**config.mk**
```make
export PLATFORM = sky130hd
export DESIGN_NAME = dequantize_to_fp32
export DESIGN_NICKNAME = d
export VERILOG_FILES = /design/src/hdl/dqfp32_pkg.sv /design/src/hdl/dequantize_to_fp32.sv /design/src/hdl/dqfp32_decode.sv
export SDC_FILE = /design/constraint.sdc
export NUM_CORES = 1
export LEC_CHECK = 0
export BUFFER_PORTS_ARGS = -buffer_cell sky130_fd_sc_hd__clkbuf_2
export CORE_ASPECT_RATIO = 0.6
export CORE_MARGIN = 3
export CORE_UTILIZATION = 55
export CTS_BUF_LIST = sky130_fd_sc_hd__clkbuf_16
export DETAILED_ROUTE_END_ITERATION = 7
export MAX_ROUTING_LAYER = met4
export PLACE_DENSITY = 0.92
export SLEW_MARGIN = 40
export SYNTH_ARGS = -nofsm -noshare
export SYNTH_HDL_FRONTEND = slang
export SYNTH_SLANG_ARGS = --single-unit
```
**constraint.sdc**
```tcl
create_clock -name clk -period 4.5 [get_ports clk]
set_clock_uncertainty 0.1 [all_clocks]
set_input_delay 0.45 -clock clk [delete_from_list [all_inputs] [get_ports clk]]
set_output_delay 0.45 -clock clk [all_outputs]
set_load 0.01 [all_outputs]
```
**src/hdl/dqfp32_pkg.sv**
```systemverilog
// ----------------------------------------------------------------------------
// dqfp32_pkg: shared types and decode functions
// Format codes, register indexes and the element conversion functions.
// ----------------------------------------------------------------------------
package dqfp32_pkg;

  typedef enum logic [1:0] {
    FMT_FP32  = 2'd0,
    FMT_FP16  = 2'd1,
    FMT_BF16  = 2'd2,
    FMT_MXFP4 = 2'd3
  } fmt_t;

  localparam logic [0:0] REG_SOURCE_FORMAT     = 1'd0;
  localparam logic [0:0] REG_HIGH_NIBBLE_FIRST = 1'd1;

  localparam logic [31:0] EXP_ALL_ONES = 32'h7F80_0000;

  // Expand binary16 to binary32; subnormals normalised by a priority search.
  function automatic logic [31:0] half_to_single(input logic [15:0] h);
    logic       sgn;
    logic [4:0] ex;
    logic [9:0] man;
    logic [3:0] lz;
    logic [9:0] man_n;
    logic [7:0] ex_n;
    begin
      sgn   = h[15];
      ex    = h[14:10];
      man   = h[9:0];
      lz    = 4'd0;
      for (int i = 0; i < 10; i++) begin
        if (man[i]) lz = 4'(9 - i);
      end
      man_n = 10'(man << (lz + 4'd1));
      ex_n  = 8'(8'd113 - 8'(lz) - 8'd1);
      if (ex == 5'd0) begin
        if (man == 10'd0) half_to_single = {sgn, 31'd0};
        else half_to_single = {sgn, ex_n, man_n, 13'd0};
      end else if (ex == 5'h1F) begin
        half_to_single = {sgn, 31'd0} | EXP_ALL_ONES | {9'd0, man, 13'd0};
      end else begin
        half_to_single = {sgn, 8'(8'(ex) + 8'd112), man, 13'd0};
      end
    end
  endfunction

  // One E2M1 nibble scaled by 2^(scale-127).
  function automatic logic [31:0] fp4_scaled(input logic [3:0] nib, input logic [7:0] scale);
    logic        sgn;
    logic [2:0]  mag;
    logic [9:0]  biased;
    logic        mbit;
    logic [23:0] sig;
    begin
      sgn  = nib[3];
      mag  = nib[2:0];
      mbit = (mag == 3'd1) ? 1'b0 : mag[0];
      if (mag == 3'd1) biased = 10'(scale) - 10'd1;
      else biased = 10'(scale) + 10'(mag[2:1]) - 10'd1;
      sig  = {1'b1, mbit, 22'd0};
      if (scale == 8'hFF || scale == 8'h00 || mag == 3'd0)
        fp4_scaled = {sgn, 31'd0};
      else if (biased >= 10'd255)
        fp4_scaled = {sgn, 31'd0} | EXP_ALL_ONES;
      else if (biased >= 10'd1)
        fp4_scaled = {sgn, biased[7:0], mbit, 22'd0};
      else
        fp4_scaled = {sgn, 8'd0, sig[23:1]};  // only scale 1, mag 1 lands here
    end
  endfunction

endpackage

```
**src/hdl/dequantize_to_fp32.sv**
```systemverilog
// ----------------------------------------------------------------------------
// dequantize_to_fp32: raw word to binary32 converter
// Decodes fp32, fp16, bf16 and MXFP4 words into binary32 bit patterns.
// ----------------------------------------------------------------------------
// Usage:
//   Requests arrive on in_valid/in_ready with raw_word, block_scale and
//   single_element; results leave on out_valid/out_ready as value_bits plus
//   last_of_item. Configuration writes arrive on cfg_valid/cfg_ready with
//   cfg_index (0 source_format, 1 high_nibble_first) and cfg_data; they are
//   always taken and must only be issued while the block is idle.
//   A result is registered and appears in the cycle after its request is accepted.
//   fp32/fp16/bf16 requests and MXFP4 odd tails are taken one per cycle while
//   out_ready stays high; an MXFP4 pair holds the single result register,
//   which presents the earlier nibble and then the later one.
//   A new request is taken in the same cycle that the last result of the
//   held one is taken, so back-to-back traffic flows without bubbles.
//   When the receiver stalls the result register holds and in_ready drops.
//   Reset clears both registers to zero and empties the result register.
// ----------------------------------------------------------------------------
module dequantize_to_fp32
  import dqfp32_pkg::*;
(
  input  logic        clk,
  input  logic        rst,
  input  logic        in_valid,
  output logic        in_ready,
  input  logic [31:0] raw_word,
  input  logic [7:0]  block_scale,
  input  logic        single_element,
  output logic        out_valid,
  input  logic        out_ready,
  output logic [31:0] value_bits,
  output logic        last_of_item,
  input  logic        cfg_valid,
  output logic        cfg_ready,
  input  logic        cfg_index,
  input  logic [31:0] cfg_data
);
  logic [1:0]  source_format;
  logic        high_nibble_first;
  logic [31:0] first_bits;
  logic [31:0] second_bits;
  logic [31:0] pend_bits;     // later nibble waiting behind the shown result
  logic        pend;
  logic        in_fire;

  dqfp32_decode u_decode (
    .fmt         (source_format),
    .hnf         (high_nibble_first),
    .raw_word    (raw_word),
    .block_scale (block_scale),
    .first_bits  (first_bits),
    .second_bits (second_bits)
  );

  assign cfg_ready = 1'b1;
  // Take a new request whenever the output empties this cycle and no second
  // nibble is still to be shown.
  assign in_ready  = !pend && (!out_valid || out_ready);
  assign in_fire   = in_valid && in_ready;

  always_ff @(posedge clk) begin
    if (rst) begin
      source_format     <= 2'd0;
      high_nibble_first <= 1'b0;
    end else if (cfg_valid) begin
      if (cfg_index == REG_SOURCE_FORMAT) source_format <= cfg_data[1:0];
      else if (cfg_index == REG_HIGH_NIBBLE_FIRST) high_nibble_first <= cfg_data[0];
    end
  end

  always_ff @(posedge clk) begin
    if (rst) begin
      out_valid <= 1'b0;
      pend      <= 1'b0;
    end else if (in_fire) begin
      out_valid    <= 1'b1;
      value_bits   <= first_bits;
      pend_bits    <= second_bits;
      pend         <= (fmt_t'(source_format) == FMT_MXFP4) && !single_element;
      last_of_item <= !((fmt_t'(source_format) == FMT_MXFP4) && !single_element);
    end else if (out_ready && pend) begin
      // advance to the later nibble
      value_bits   <= pend_bits;
      last_of_item <= 1'b1;
      pend         <= 1'b0;
    end else if (out_ready) begin
      out_valid <= 1'b0;
    end
  end
endmodule

```
**src/hdl/dqfp32_decode.sv**
```systemverilog
// ----------------------------------------------------------------------------
// dqfp32_decode: element decoder
// Converts the offered request into its first and second binary32 results.
// ----------------------------------------------------------------------------
module dqfp32_decode
  import dqfp32_pkg::*;
(
  input  logic [1:0]  fmt,
  input  logic        hnf,
  input  logic [31:0] raw_word,
  input  logic [7:0]  block_scale,
  output logic [31:0] first_bits,
  output logic [31:0] second_bits
);
  logic [3:0] nib_a;
  logic [3:0] nib_b;

  assign nib_a = hnf ? raw_word[7:4] : raw_word[3:0];
  assign nib_b = hnf ? raw_word[3:0] : raw_word[7:4];
  assign second_bits = fp4_scaled(nib_b, block_scale);

  always_comb begin
    unique case (fmt_t'(fmt))
      FMT_FP32:  first_bits = raw_word;
      FMT_FP16:  first_bits = half_to_single(raw_word[15:0]);
      FMT_BF16:  first_bits = {raw_word[15:0], 16'd0};
      FMT_MXFP4: first_bits = fp4_scaled(nib_a, block_scale);
      default:   first_bits = raw_word;
    endcase
  end
endmodule

```
==> reports/results.ini <==
[run_status]
status=finished, final reports clean

[sta]
fin_ws_ns=0.3406
period_needed_ns=4.159
worstMarginPinSlew_ns=0.7792
final_hold_viol_count=0
min_period_over_period_pct=92.43
fmax_ghz=0.2404
fin_setup_tns_ns=0
slew_headroom_pct=46.71
final-setup-viol-count=0
slew_viol_final=0
rsz0062_at_grt=false

[clock_network]
cts_made_buffers=5
clockBufferDepth=2
cts_tree=yes
ctsHoldBuffers=0
cts-root-buf=clkbuf_16
h-tree-depth=2
clk_latency_ns=0.30
clkSlewWorstSetupHoldPaths_ns=0.07
cts.sinks=49
postCtsSetupBuffers=0

[die]
die_h_um=77.52
die_w_um=125.2
die_area_sq_um=9704
start_util_pct=58.09
io_pins=115
row_count=25
design.core.area_sq_um=8070

[run]
maxCapViolCount=0

[critical_path]
worstReg2RegEnd=pend_bits[21]
critPathCapture=pend_bits[21]
r2r_cells=13
crit_start=high_nibble_first
crit_arrival_ns=4.09
rrSetupSlack_ns=0.34
critPathCaptureType=flip-flop
crit_family=simple AND/OR/NAND/NOR gates
critPathMaxStageDelay_ns=0.48
cp_max_fo=8
crit_top_cell=ha_1
critPathKind=flip-flop to flip-flop
cp_cell_sequence=mux2_2 -> ha_1 -> fa_1 -> inv_1 -> ha_1 -> or3b_2 -> a211oi_1 -> o211a_1 -> o31ai_1 -> xnor2_1 -> a21oi_1 -> nand3_1 -> nor4_1
critical_path_depth=13
crit_slowest_cell=or3b_2
r2r_start=high_nibble_first
critPathBufInv=1
critical_path_required_ns=4.43
cp-start-kind=flip-flop

[placed_design]
dp_slack_ns=0.3699
finalWeightedCongestion=1.051
io_buffers=83
hpwlAfterDp_um=11300

[hold_path]
hp-class=primary input to flip-flop
hold-path-cell-count=3

[detailed_routing]
ant_nets=0
vias=4995
dr.pass1.iters=6
wl_um=14970
drcViolationCount=0
viasPerCell=6.787
drtIter0Drc=774
wl_per_cell_um=20.35

[grt]
antenna_found_initial=0
grt_pass1_vias=4291
grt_use_total_pct=29.68
grt_pass1_wl_um=22730
grt_max_degree=33
grt_remaining_overflow=0

[synth]
synth-seq-cells=49
synth_edf_count=44
synthAdderAreaFrac_pct=3.790
synthTopCellsByArea=edfxtp_1, a21oi_1, mux2i_1, nor2_1, nand2_1
yosys.area_share.simple_pct=23.59
muxShareOfSynthArea_pct=8.540
synth_top_family_by_area=simple AND/OR/NAND/NOR gates
synthCells=562
synth_area_sq_um=4688
synth_warnings=0
ys_types=79
yosys.area_share.xor_xnor_pct=4.243
ys_seq_area_share_pct=30.32
synth_flop_cell=edfxtp_1
synth_compound_area_share_pct=23.06
syn_area_per_cell_sq_um=8.342
synthArstFlopShare_pct=0
synth_top_cell_area_share_pct=28.18
syn-num-nets=654
synth_largest_area_cell=edfxtp_1

[pwr]
ir_drop_v=0.0001420
power_density_nw_per_um2=260.1
leakagePower_nw=2.106

[cells_and_area]
layout.cells.most_common_list=clkbuf_2, nor2_1, a21oi_1
num_antenna_cells=0
final_common_cell=clkbuf_2
layout-drive-gt1-share_pct=21.82
synthToLayoutAreaGrowth_pct=13.45
fill_cells=660
nNetsFinal=719

[final cells by class]
type,count,area (sq um),share of cell area [%]
well taps,108,135.1,2.541
clock inverters,3,17.52,0.3293
clock buffers,5,125.1,2.352
repair buffers,100,548.0,10.30
inverters,18,67.56,1.270
flip-flops and latches,49,1423,26.75
multi-input cells,453,3003,56.46
[cells in the mapped netlist, types with 3 or more instances]
cell,count
inv_1,17
nor4_1,6
ha_1,11
nor2_1,55
buf_6,3
a211oi_1,8
o22ai_1,5
a21oi_1,53
xor2_1,7
a22oi_1,3
a221oi_1,4
nor2b_1,8
o21ai_0,27
mux4_2,3
o211a_1,3
and4_1,4
buf_4,7
xnor2_1,12
o21ai_1,12
o32ai_1,3
o31ai_1,3
clkbuf_1,11
a41oi_1,3
nor3_1,26
nand4_1,6
nand2_1,51
buf_1,5
and2_1,9
edfxtp_1,44
and3_1,14
buf_2,15
o211ai_1,3
mux2i_1,22
nand2b_1,4
a21o_1,4
dfxtp_1,5
nand3_1,15
mux2_2,9
a31oi_1,7
or3_1,7
[sequential cells by signal (all words and copies together) (netlist names)]
name               count
high_nibble_first      1
value_bits            32
pend                   1
pend_bits             11
source_format          2
out_valid              1
last_of_item           1
[power breakdown]
part	total, mW	switching, mW	internal, mW	leakage (nW)
sequential	0.538	0.00874	0.530	0.457
clock	0.380	0.174	0.206	0.0754
combinational	0.465	0.295	0.170	1.57
[worst min-delay path by stage]
stage | start | end | slack [ns]
finish | cfg_data[0] | high_nibble_first | 0.31
global route | cfg_data[0] | high_nibble_first | 0.33
CTS | cfg_data[0] | high_nibble_first | 0.31
detailed placement | out_valid | out_valid | 0.39
global placement | out_valid | out_valid | 0.38
floorplan | pend | pend | 0.36
[cell families after synthesis]
group,Yosys count
AO/OA/AOI/OAI,164
XOR/XNOR,21
adder cells (fa/ha/maj),13
buffers and inverters,60
flip-flops,49
multiplexers,35
other,1
AND/OR/NAND/NOR,219
[layer usage]
layer	up-vias	wire length, um	global-route usage (%)
met2	447	5870	38.69
met3	50	2558	9.285
met4	0	312	5.736
li1	2250	-	-
met5	-	0	-
met1	2248	6234	44.87
[timing repair]
item,in CTS,in global routing
resized for setup,0,1
endpoints found under the hold margin,0,0
setup endpoints to repair,0,2
[worst min-delay path, stage by stage]
cell      delay [ns]
clkbuf_2        0.10
nand3_1         0.06
a21oi_1         0.06
[through the flow]
step | instances | area (sq um) | hold WS, ns | utilization [%] | total power, mW
3_5_place_dp | 727 | 5149 | 0.3873 | 63.80 | 0.9899
5_1_grt | 736 | 5319 | 0.3342 | 65.91 | 1.429
4_1_cts | 735 | 5291 | 0.3127 | 65.57 | 1.355
6_report | 736 | 5319 | 0.3053 | 65.91 | 1.383
3_3_place_gp | 726 | 5131 | 0.3756 | 63.58 | 0.9719
2_1_floorplan | 562 | 4688 | 0.3607 | - | 0.8559
Note: power is estimated with default switching activity, not from simulation.
